`config.mk`:
```
export PLATFORM = sky130hd
export DESIGN_NAME = log_taylor_series_fixed_core
export DESIGN_NICKNAME = d
export VERILOG_FILES = /design/src/sv/lts_pkg.sv /design/src/sv/lts_mul.sv /design/src/sv/lts_div.sv /design/src/sv/log_taylor_series_fixed_core.sv
export SDC_FILE = /design/constraint.sdc
export NUM_CORES = 2
export LEC_CHECK = 0
export ABC_AREA = 1
export BUFFER_PORTS_ARGS = -buffer_cell sky130_fd_sc_hd__buf_2
export CAP_MARGIN = 10
export CORE_ASPECT_RATIO = 0.6
export CORE_UTILIZATION = 53
export CTS_BUF_LIST = sky130_fd_sc_hd__clkbuf_4
export CTS_CLUSTER_SIZE = 12
export DETAILED_ROUTE_END_ITERATION = 8
export HOLD_SLACK_MARGIN = 0.15
export PLACE_DENSITY = 0.67
export SYNTH_ARGS = -nofsm -noshare
export SYNTH_HDL_FRONTEND = slang
export SYNTH_SLANG_ARGS = --single-unit
```
`constraint.sdc`:
```
create_clock -name clk -period 11 [get_ports clk]
set_clock_uncertainty 0.05 [all_clocks]
set_input_delay 0.55 -clock clk [delete_from_list [all_inputs] [get_ports clk]]
set_output_delay 0.55 -clock clk [all_outputs]
set_load 0.1 [all_outputs]
```
`src/sv/lts_pkg.sv`:
```
// Shared types, status codes and the reciprocal table for the Taylor-series logarithm core.
// No dependencies; lts_div and log_taylor_series_fixed_core import this package.
package lts_pkg;

	localparam int MAX_TERMS  = 64;
	localparam int TERM_W     = 7;
	localparam int TERM_IDX_W = 6;
	localparam int ACC_W      = 40;

	localparam logic [TERM_W-1:0] TERM_COUNT_RESET = 7'd16;
	localparam logic [TERM_W-1:0] TERM_COUNT_MAX   = 7'd64;
	localparam logic [31:0]       ONE_Q16          = 32'h0001_0000;

	typedef enum logic [1:0] {
		ST_OK      = 2'd0,
		ST_NEG_INF = 2'd1,
		ST_INVALID = 2'd2
	} lts_status_t;

	// Status of the iterative divider as seen by the sequencer.
	typedef struct packed {
		logic busy;
		logic done;
	} lts_div_stat_t;

	// floor(2^32 / i) for i = 1 .. 64, indexed by i - 1; the first entry is 2^32 - 1.
	localparam logic [31:0] RECIP_TABLE [MAX_TERMS] = '{
		32'hFFFFFFFF, 32'h80000000, 32'h55555555, 32'h40000000,
		32'h33333333, 32'h2AAAAAAA, 32'h24924924, 32'h20000000,
		32'h1C71C71C, 32'h19999999, 32'h1745D174, 32'h15555555,
		32'h13B13B13, 32'h12492492, 32'h11111111, 32'h10000000,
		32'h0F0F0F0F, 32'h0E38E38E, 32'h0D79435E, 32'h0CCCCCCC,
		32'h0C30C30C, 32'h0BA2E8BA, 32'h0B21642C, 32'h0AAAAAAA,
		32'h0A3D70A3, 32'h09D89D89, 32'h097B425E, 32'h09249249,
		32'h08D3DCB0, 32'h08888888, 32'h08421084, 32'h08000000,
		32'h07C1F07C, 32'h07878787, 32'h07507507, 32'h071C71C7,
		32'h06EB3E45, 32'h06BCA1AF, 32'h06906906, 32'h06666666,
		32'h063E7063, 32'h06186186, 32'h05F417D0, 32'h05D1745D,
		32'h05B05B05, 32'h0590B216, 32'h0572620A, 32'h05555555,
		32'h05397829, 32'h051EB851, 32'h05050505, 32'h04EC4EC4,
		32'h04D4873E, 32'h04BDA12F, 32'h04A7904A, 32'h04924924,
		32'h047DC11F, 32'h0469EE58, 32'h0456C797, 32'h04444444,
		32'h04325C53, 32'h04210842, 32'h04104104, 32'h04000000
	};

	function automatic logic [31:0] lts_recip(input logic [TERM_IDX_W-1:0] idx);
		return RECIP_TABLE[idx];
	endfunction

endpackage

```
`src/sv/lts_mul.sv`:
```
// Shared 32 x 32 unsigned multiplier with a registered 64-bit product.
// Depends on nothing; used by the sequencer in log_taylor_series_fixed_core.
module lts_mul (
	input  logic        clk,
	input  logic        en,
	input  logic [31:0] a,
	input  logic [31:0] b,
	output logic [63:0] prod
);

	logic [63:0] prod_q;

	always_ff @(posedge clk) begin
		if (en) begin
			prod_q <= 64'(a) * 64'(b);
		end
	end

	assign prod = prod_q;

endmodule

```
`src/sv/lts_div.sv`:
```
// Restoring shift-subtract divider giving floor(numer * 2^32 / denom), one bit a cycle.
// Requires numer < denom. Depends on lts_pkg for the status struct.
module lts_div import lts_pkg::*; (
	input  logic          clk,
	input  logic          arst_n,
	input  logic          start,
	input  logic [31:0]   numer,
	input  logic [31:0]   denom,
	output logic [31:0]   quot,
	output lts_div_stat_t stat
);

	logic        busy_q;
	logic        done_q;
	logic [4:0]  cnt_q;
	logic [31:0] rem_q;
	logic [31:0] den_q;
	logic [31:0] quot_q;

	logic [32:0] rem_sh;
	logic [32:0] diff;
	logic        ge;

	assign rem_sh = {rem_q, 1'b0};
	assign diff   = rem_sh - {1'b0, den_q};
	assign ge     = (rem_sh >= {1'b0, den_q});

	always_ff @(posedge clk or negedge arst_n) begin
		if (!arst_n) begin
			busy_q <= 1'b0;
			done_q <= 1'b0;
			cnt_q  <= '0;
		end else begin
			done_q <= 1'b0;
			if (start) begin
				busy_q <= 1'b1;
				cnt_q  <= '0;
			end else if (busy_q) begin
				cnt_q <= cnt_q + 5'd1;
				if (cnt_q == 5'd31) begin
					busy_q <= 1'b0;
					done_q <= 1'b1;
				end
			end
		end
	end

	// The remainder stays below the divisor, so it always fits in 32 bits.
	always_ff @(posedge clk) begin
		if (start) begin
			rem_q <= numer;
			den_q <= denom;
		end else if (busy_q) begin
			rem_q  <= ge ? diff[31:0] : rem_sh[31:0];
			quot_q <= {quot_q[30:0], ge};
		end
	end

	assign quot      = quot_q;
	assign stat.busy = busy_q;
	assign stat.done = done_q;

endmodule

```
`src/sv/log_taylor_series_fixed_core.sv`:
```
// Natural logarithm by truncated Taylor series: Q15.16 in, Q7.24 out with a status code.
// With N terms: x>=1 runs the divider before the term loop, 0<x<1 enters it directly,
// and zero, negative x or N=0 go straight to the result. The term loop runs on one
// shared 32x32 multiplier. One transaction is in flight; the next is taken once the result
// sits in the output register. Reset clears all control state and sets term_count to 16.
module log_taylor_series_fixed_core import lts_pkg::*; (
	input  logic              clk,
	input  logic              arst_n,
	input  logic              cfg_we,
	input  logic [TERM_W-1:0] cfg_wdata,
	input  logic              in_valid,
	output logic              in_ready,
	input  logic signed [31:0] x_value,
	output logic              out_valid,
	input  logic              out_ready,
	output logic signed [31:0] log_value,
	output logic [1:0]        status
);

	typedef enum logic [6:0] {
		S_IDLE = 7'b0000001,
		S_DIV  = 7'b0000010,
		S_MULP = 7'b0000100,
		S_MULQ = 7'b0001000,
		S_MULC = 7'b0010000,
		S_ACC  = 7'b0100000,
		S_FIN  = 7'b1000000
	} state_t;

	state_t            state_q;
	logic [TERM_W-1:0] term_count_q;
	logic [TERM_W-1:0] n_q;
	logic [TERM_W-1:0] i_q;
	logic              first_q;
	logic              below_q;
	lts_status_t       stat_q;
	logic [31:0]       r_q;
	logic [31:0]       p_q;
	logic [31:0]       q0_q;
	logic [ACC_W-1:0]  acc_q;
	logic              out_valid_q;
	logic [31:0]       log_value_q;
	lts_status_t       status_q;

	logic              accept;
	logic [31:0]       raw;
	logic              is_zero;
	logic              is_neg;
	logic              is_below;
	logic [TERM_W-1:0] n_clamped;
	logic [15:0]       r_below;

	logic              div_start;
	logic [31:0]       div_quot;
	lts_div_stat_t     div_stat;

	logic              mul_en;
	logic [31:0]       mul_a;
	logic [31:0]       mul_b;
	logic [63:0]       prod;
	logic [31:0]       p_new;

	logic [31:0]       rem;
	logic              bump;
	logic [31:0]       term;
	logic [ACC_W:0]    rnd;
	logic [32:0]       q_mag;
	logic [31:0]       fin_value;
	logic              out_free;

	assign raw       = x_value;
	assign accept    = in_valid && in_ready;
	assign in_ready  = (state_q == S_IDLE);
	assign is_zero   = (raw == 32'h0);
	assign is_neg    = raw[31];
	assign is_below  = (raw < ONE_Q16);
	assign n_clamped = (term_count_q > TERM_COUNT_MAX) ? TERM_COUNT_MAX : term_count_q;
	assign r_below   = 16'(ONE_Q16[16:0] - raw[16:0]);
	assign div_start = accept && !is_zero && !is_neg && !is_below && (n_clamped != '0);
	assign out_free  = !out_valid_q || out_ready;

	lts_div u_div (
		.clk    (clk),
		.arst_n (arst_n),
		.start  (div_start),
		.numer  (raw - ONE_Q16),
		.denom  (raw),
		.quot   (div_quot),
		.stat   (div_stat)
	);

	lts_mul u_mul (
		.clk  (clk),
		.en   (mul_en),
		.a    (mul_a),
		.b    (mul_b),
		.prod (prod)
	);

	// The first power is r itself, taken straight from r_q while first_q is set.
	assign p_new = first_q ? r_q : prod[63:32];

	always_comb begin
		mul_en = 1'b0;
		mul_a  = p_q;
		mul_b  = r_q;
		unique case (state_q)
			S_MULP: begin
				mul_en = 1'b1;
			end
			S_MULQ: begin
				mul_en = 1'b1;
				mul_a  = p_new;
				mul_b  = lts_recip(TERM_IDX_W'(i_q - 7'd1));
			end
			S_MULC: begin
				mul_en = 1'b1;
				mul_a  = prod[63:32];
				mul_b  = 32'(i_q);
			end
			default: begin
				mul_en = 1'b0;
			end
		endcase
	end

	// The reciprocal estimate is at most one short, so one compare corrects the quotient.
	assign rem  = p_q - prod[31:0];
	assign bump = (rem >= 32'(i_q));
	assign term = q0_q + 32'(bump);

	assign rnd   = {1'b0, acc_q} + (ACC_W+1)'(128);
	assign q_mag = rnd[40:8];

	always_comb begin
		if (stat_q != ST_OK) begin
			fin_value = 32'h0;
		end else if (below_q) begin
			fin_value = (q_mag > 33'h0_8000_0000) ? 32'h8000_0000 : 32'(33'h0 - q_mag);
		end else begin
			fin_value = (q_mag > 33'h0_7FFF_FFFF) ? 32'h7FFF_FFFF : q_mag[31:0];
		end
	end

	always_ff @(posedge clk or negedge arst_n) begin
		if (!arst_n) begin
			state_q      <= S_IDLE;
			term_count_q <= TERM_COUNT_RESET;
			out_valid_q  <= 1'b0;
			first_q      <= 1'b0;
			i_q          <= '0;
			n_q          <= '0;
		end else begin
			if (cfg_we) begin
				term_count_q <= cfg_wdata;
			end
			if (state_q == S_FIN && out_free) begin
				out_valid_q <= 1'b1;
			end else if (out_valid_q && out_ready) begin
				out_valid_q <= 1'b0;
			end
			unique case (state_q)
				S_IDLE: begin
					if (accept) begin
						n_q     <= n_clamped;
						i_q     <= 7'd1;
						first_q <= 1'b1;
						if (is_zero || is_neg || (n_clamped == '0)) begin
							state_q <= S_FIN;
						end else if (is_below) begin
							state_q <= S_MULQ;
						end else begin
							state_q <= S_DIV;
						end
					end
				end
				S_DIV: begin
					if (div_stat.done) begin
						state_q <= S_MULQ;
					end
				end
				S_MULP: begin
					state_q <= S_MULQ;
				end
				S_MULQ: begin
					first_q <= 1'b0;
					state_q <= S_MULC;
				end
				S_MULC: begin
					state_q <= S_ACC;
				end
				S_ACC: begin
					if (i_q == n_q) begin
						state_q <= S_FIN;
					end else begin
						i_q     <= i_q + 7'd1;
						state_q <= S_MULP;
					end
				end
				S_FIN: begin
					if (out_free) begin
						state_q <= S_IDLE;
					end
				end
				default: begin
					state_q <= S_IDLE;
				end
			endcase
		end
	end

	always_ff @(posedge clk) begin
		if (accept) begin
			acc_q   <= '0;
			below_q <= is_below;
			r_q     <= {r_below, 16'h0};
			if (is_zero) begin
				stat_q <= ST_NEG_INF;
			end else if (is_neg) begin
				stat_q <= ST_INVALID;
			end else begin
				stat_q <= ST_OK;
			end
		end
		if (state_q == S_DIV && div_stat.done) begin
			r_q <= div_quot;
		end
		if (state_q == S_MULQ) begin
			p_q <= p_new;
		end
		if (state_q == S_MULC) begin
			q0_q <= prod[63:32];
		end
		if (state_q == S_ACC) begin
			acc_q <= acc_q + ACC_W'(term);
		end
		if (state_q == S_FIN && out_free) begin
			log_value_q <= fin_value;
			status_q    <= stat_q;
		end
	end

	assign out_valid = out_valid_q;
	assign log_value = log_value_q;
	assign status    = status_q;

	a_div_idle: assert property (@(posedge clk) disable iff (!arst_n)
		(state_q == S_IDLE) |-> !div_stat.busy)
		else $error("divider busy while the core is idle");

	a_div_done_state: assert property (@(posedge clk) disable iff (!arst_n)
		div_stat.done |-> (state_q == S_DIV))
		else $error("divider finished outside the divide phase");

	a_term_range: assert property (@(posedge clk) disable iff (!arst_n)
		(state_q == S_ACC) |-> (i_q >= 7'd1 && i_q <= n_q && n_q <= TERM_COUNT_MAX))
		else $error("term index out of range");

	a_recip_error: assert property (@(posedge clk) disable iff (!arst_n)
		(state_q == S_ACC) |-> (rem < {24'h0, i_q, 1'b0}))
		else $error("reciprocal quotient off by more than one");

	a_special_fast: assert property (@(posedge clk) disable iff (!arst_n)
		(accept && (is_zero || is_neg)) |=> (state_q == S_FIN && stat_q != ST_OK))
		else $error("special argument did not go straight to the result");

endmodule
```
Yosys cells after proc, flatten, opt, wreduce, memory -nomap -nowiden
Memory sizes are Yosys's and may differ from the RTL's.
Index checks and enable logic that the tools add are counted.
{"block": "word_totals", "ff_bits": 370, "latch_bits": 0, "ram_bits": 0, "rom_bits": 2048, "input_bits": 44, "output_inout_bits": 36, "elab_cells": 127, "mem_count": 1}
{"name": "(no name shown)", "words": 64, "width": 32, "read_ports": 1, "rd_ports_with_merged_regs": 0, "wr": 0, "line_no": "lts_pkg.sv:47", "rtl": "return RECIP_TABLE[idx];"}
{"block": "op_classes", "add_sub_neg": 11, "mul": 1, "n_div": 0, "order_cmp": 7, "n_eq_ne": 13, "n_shift": 0, "muxes": 40, "n_bitwise": 2, "reduce_logical": 31}
{"operator": "$mux 32", "count": 11}
{"operator": "$pmux 32 s2", "count": 2}
{"operator": "$mux 40", "count": 2}
{"operator": "$mul 32x32->64", "count": 1}
{"operator": "$sub 32x32->32", "count": 2}
{"operator": "$mux 7", "count": 8}
{"operator": "$pmux 7 s7", "count": 1}
{"operator": "$add 40x8->41 const B", "count": 1}
{"operator": "$add 40x32->40", "count": 1}
{"operator": "$ge 33x32->1", "count": 1}
{"operator": "$gt 33x31->1 const B", "count": 1}
{"operator": "$gt 33x32->1 const B", "count": 1}
{"operator": "$add 32x1->32", "count": 1}
{"operator": "$ge 32x7->1", "count": 1}
{"operator": "$logic_not 32->1", "count": 1}
{"operator": "$lt 32x17->1 const B", "count": 1}
{"operator": "$sub 1x32->32 const A", "count": 1}
{"operator": "$sub 32x17->32 const B", "count": 1}
{"operator": "$sub 1x16->16 const A", "count": 1}
{"operator": "$pmux 7 s2", "count": 1}
{"operator": "$reduce_bool 2->1", "count": 7}
{"operator": "$mux 1", "count": 10}
{"operator": "$mux 5", "count": 2}
{"operator": "$logic_and 1x1->1", "count": 8}
{"operator": "other kinds (28)", "count": 38}

Depth between registers and ports, before layout
{"block": "depth", "depth_word": 8, "depth_mapped": 46}

Cells and area by module
Synthesis repeated with hierarchy kept, for this count alone.
{"block": "unflattened", "hier_cells": 8795, "hier_area_um2": 64121.5}
{"module": "lts_mul", "n_inst": 1, "cells_each": 5018, "area_per_inst_um2": 38109.0}
{"module": "log_taylor_series_fixed_core", "n_inst": 1, "cells_each": 2908, "area_per_inst_um2": 19274.7}
{"module": "lts_div", "n_inst": 1, "cells_each": 869, "area_per_inst_um2": 6737.7}

Worst setup path after synthesis
No wires, ideal clock.
{"block": "synth_timing", "path_kind": "register to register", "start": "register i_q[1]", "end": "register u_mul.prod_q[58], in the netlist u_mul.prod[58] (data pin)", "t_arrival_ns": 8.847, "required_time_ns": 10.689, "path_slack_ns": 1.842, "stages_incl_launch_ff": 39, "n_path_buf": 4, "path_cell_list": "dfrtp_1 -> buf_2 -> inv_1 -> ha_1 -> inv_1 -> ha_1 -> buf_2 -> inv_1 -> clkbuf_1 -> ha_1 -> or2_2 -> o211a_1 -> o211ai_1 -> nand2_1 -> inv_1 -> buf_2 -> nor2_1 -> fa_1 -> (+3 left out) -> fa_1 -> inv_1 -> fa_1 -> fa_1 -> fa_1 -> inv_1 -> fa_1 -> inv_1 -> ha_1 -> nand2_1 -> nor2_1 -> inv_1 -> nor4_1 -> nand3_1 -> nand3_1 -> nand3_1 -> nand3_1 -> xor2_1"}
{"block": "synth_between", "elab_chain_cells": 7}
{"element": "start, declared", "line_no": "log_taylor_series_fixed_core.sv:33", "rtl": "logic [TERM_W-1:0] i_q;"}
{"element": "start signal, assigned", "line_no": "log_taylor_series_fixed_core.sv:196", "rtl": "i_q <= i_q + 7'd1;"}
{"element": "$sub 6x1->6", "line_no": "log_taylor_series_fixed_core.sv:114", "rtl": "mul_b = lts_recip(TERM_IDX_W'(i_q - 7'd1));"}
{"element": "$not 6->7 (implied by the code)", "line_no": "lts_pkg.sv:47"}
{"element": "$mem_v2 64x32"}
{"element": "$mux 32 (implied by the code) (2 in a row)", "line_no": "lts_pkg.sv:47"}
{"element": "$pmux 32 s2 (*)", "line_no": "log_taylor_series_fixed_core.sv:107", "rtl": "unique case (state_q)"}
{"element": "$mul 32x32->64 (*)", "line_no": "lts_mul.sv:15", "rtl": "prod_q <= 64'(a) * 64'(b);"}
{"element": "end signal, assigned", "line_no": "lts_mul.sv:15"}
{"element": "end, declared", "line_no": "lts_mul.sv:11", "rtl": "logic [63:0] prod_q;"}
Every way passes the cells marked *; elsewhere a longest branch is shown, timed or not. The select of a mux whose other input is x is not followed.
A chain may end at the register's enable or synchronous reset.

Worst setup path after layout
{"block": "layout_timing", "start": "register i_q[1]", "end": "register u_mul.prod_q[41], in the netlist u_mul.prod[41] (data pin)"}
Same word-level chain as after synthesis.

==> implementation parameters <==
Parameter                              Value

Routing
  Pre-Repair DR Iteration Count    8
  Total wire length    234 mm
  Antenna-violating nets left    0
  Drc violations    0
  Number of DRC markers after the initial detailed-route iteration    7015
  Overall via count from detail_route    54285
  Routed vias/inst    5.75
  Wirelength per Cell    24.8 microns

Global route
  Aggregate global routing overflow    0
  Initial antenna violation count    12
  Number of global-route vias before repair    51291
  Maximum number of pins on one net before global-route repair    81
  GRT Total Usage    40.7%
  First-pass GRT wire length    342 mm

Logic synthesis
  Synth warnings    0
  Total nets after synthesis    9046
  Synth Area in Simple Gates    20.6%
  Commonest register cell after synthesis    edfxtp_1
  Synth area leaders    fa_1 30%, edfxtp_1 17%, inv_1 11%
  EDFF count, synth    333
  Multiplexer share of the synthesized area    0.0373%
  Count of distinct cell types in the synthesized netlist    72
  Fraction of post-synthesis cell area in the top cell type by area    29.8%
  Register bit count reported by yosys    370
  Combinational family with the most area after synthesis    adder cells
  Post-Synth Adder-Cell Area    38.0%
  Number of cells produced by synthesis    7709
  Share of synthesized area occupied by flip-flops and latches    18.1%
  Area leader, netlist    fa_1
  Netlist area before placement    60400 sq um
  FFs w/ async S/R, synth    10.0%
  Post-Synth XOR/XNOR Area    2.27%
  Post-synthesis compound-gate area fraction    8.46%
  Post-synthesis average cell area    7.83 sq um

Hold path
  Type of the tightest min-delay check    reg -> reg
  Worst hold path depth    0
  Startpoint of the tightest hold check path    u_div.quot[8]

STA
  Min cycle time layout    10.71 ns
  Hold Violations, Final    0
  Maximum clock frequency    93.4 MHz
  Max_slew headroom    10.2%
  Measured slew at the worst slew-check pin    1.35 ns
  Fin Setup TNS    0 ns
  Number of setup violations in the final report    0
  Setup repair after global routing missed its margin    false
  Share of the cycle needed by the critical path after routing    97.3%
  Final Max Slew Viols    0
  Setup WS post-layout    0.293 ns

Cells and area
  Fin cells    9439
  Final nets    9205
  Fill count    10515
  Post-synthesis to final-layout area growth    7.41%
  Proportion of layout cells with a drive suffix above 1    7.16%

Clocking
  Postcts setup bufs    0
  Clk Latency, worst-skew pair    1.02 ns
  CTS clock-pin slew for the worst setup and hold paths    0.07 ns
  Clock tree sinks    370
  # H-tree levels    3
  TritonCTS clock tree    yes
  Root Buffer Master    clkbuf_4
  Number of buffers on the longest clock path    3
  CTS Buf Count    85

Setup path
  Combined buffer and inverter count along the critical path    10
  Cell with the biggest individual delay on the critical path    fa_1
  Source of the critical timing path    i_q[1]
  Setup crit end kind    flip-flop
  Arrival time worst endpoint    11.30 ns
  Worst R2R Path Depth    38
  Top cell family by delay on the critical path    adder cells
  Type of the setup path with the least slack    reg -> reg
  CP Launch Type    flip-flop
  Critical R2R Launch    i_q[1]
  Slowest cell delay on critical path    0.56 ns
  Number of stages on the worst setup path    38
  Peak fanout along the critical path    30
  Required time at the endpoint of the critical path    11.60 ns

Floorplan
  Standard-cell row count    95
  Overall die area    115000 sq um
  I/O pin count    80
  Overall die height    263 microns
  Effective utilization at floorplan    53.7%
  Horiz. Die Dim    438 microns
  CORE AREA    112000 sq um

Place
  Post-place setup slack    0.418 ns
  Port bufs    79
  Estimated wirelength of the detail-placed design    193 mm
  Number of placed instances with taps included    9229
  Gp weighted congestion    1.09

Run status
  Result of the run    complete, no violations

Job
  Number of max-cap violations    0
==> layer usage <==
layer	wire, microns	GRT usage [%]	up-vias
met1	107000	65.2	26434
met5	80	0	-
met3	43400	21.7	318
met2	79400	46.3	3532
li1	-	-	23989
met4	4380	7.22	12
==> state kept, by name (all words and copies together), names as in the netlist, 7 cells and up <==
name	count
acc_q	40
i_q	7
log_value	32
n_q	7
p_q	32
q0_q	32
r_q	32
state_q	7
term_count_q	7
u_div.den_q	32
u_div.quot	32
u_div.rem_q	32
u_mul.prod	64
==> area by class of cell <==
cell class / count / area (sq um) / share of cell area [%]
inverters: 1725 / 6480 / 9.99
diodes: 4 / 10.0 / 0.0154
repair buffers: 318 / 2510 / 3.87
clock buffers: 122 / 916 / 1.41
clock inverters: 29 / 176 / 0.272
flip-flops and latches: 370 / 10900 / 16.9
multi-input cells: 5368 / 41900 / 64.7
well taps: 1503 / 1880 / 2.90
==> what timing repair did <==
action                                  CTS  global route
hold endpoints to repair                133             0
gates resized for setup                   0             4
hold buffers                             54             0
endpoints found under the setup margin    0             2
==> placed cells by master (no fill, tap or decap), types with 122 or more instances in the layout <==
cell type	count
ha_1	394
buf_4	170
nor2_1	874
o21ai_0	353
fa_1	899
clkbuf_4	122
nand3_1	258
inv_1	1694
a21oi_1	299
edfxtp_1	333
nand2_1	1643
==> cell usage after synthesis (all sizes together) (2+ instances only) <==
cell,number
inv,1718
nand2,1681
fa,899
nor2,899
ha,394
o21ai,367
edfxtp,333
a21oi,329
nand3,263
buf,126
clkbuf,120
xor2,97
nand4,59
xnor2,58
nor3,55
o211ai,44
a31oi,38
dfrtp,35
o21bai,25
nor4,21
or2,21
a21o,20
o21a,15
a21boi,9
and3,9
nand3b,9
o2111ai,9
o31ai,8
clkinv,7
o221ai,7
o22ai,7
a221oi,4
o311ai,4
a22oi,3
nor3b,3
a32oi,2
dfstp,2
mux2,2
==> logic make-up (layout without fill, tap and decap cells) <==
kind of cell,after synthesis,count (layout)
and+or+nand+nor,3021,3021
DFF,370,370
buffers and inverters,1971,2194
muxes,2,2
AOI/OAI and AO/OA,897,897
xor gates and xnor gates,155,155
adders and majority gates,1293,1293
other,0,4
==> path summary, 6_finish.rpt <==
kind / end / slack, ns
hold / removal: u_div.quot[9] / 0.28
max in group asynchronous: i_q[1] / 9.92
setup reg to reg: u_mul.prod[41] / 0.29
setup / recovery: u_mul.prod[41] / 0.29
hold reg to reg: u_div.quot[9] / 0.28
min in group asynchronous: term_count_q[0] / 0.29
==> per-stage QoR <==
step | utilization (%) | area, sq um | hold slack, ns
2_1_floorplan | - | 60400 | 0.204
3_3_place_gp | 56.2 | 63200 | 0.377
3_5_place_dp | 56.2 | 63200 | 0.382
4_1_cts | 57.6 | 64800 | 0.189
5_1_grt | 57.7 | 64800 | 0.233
6_report | 57.7 | 64800 | 0.277
Power is not shown: default switching activity piles up to over one toggle a cycle in this logic, so the estimate is an artifact.
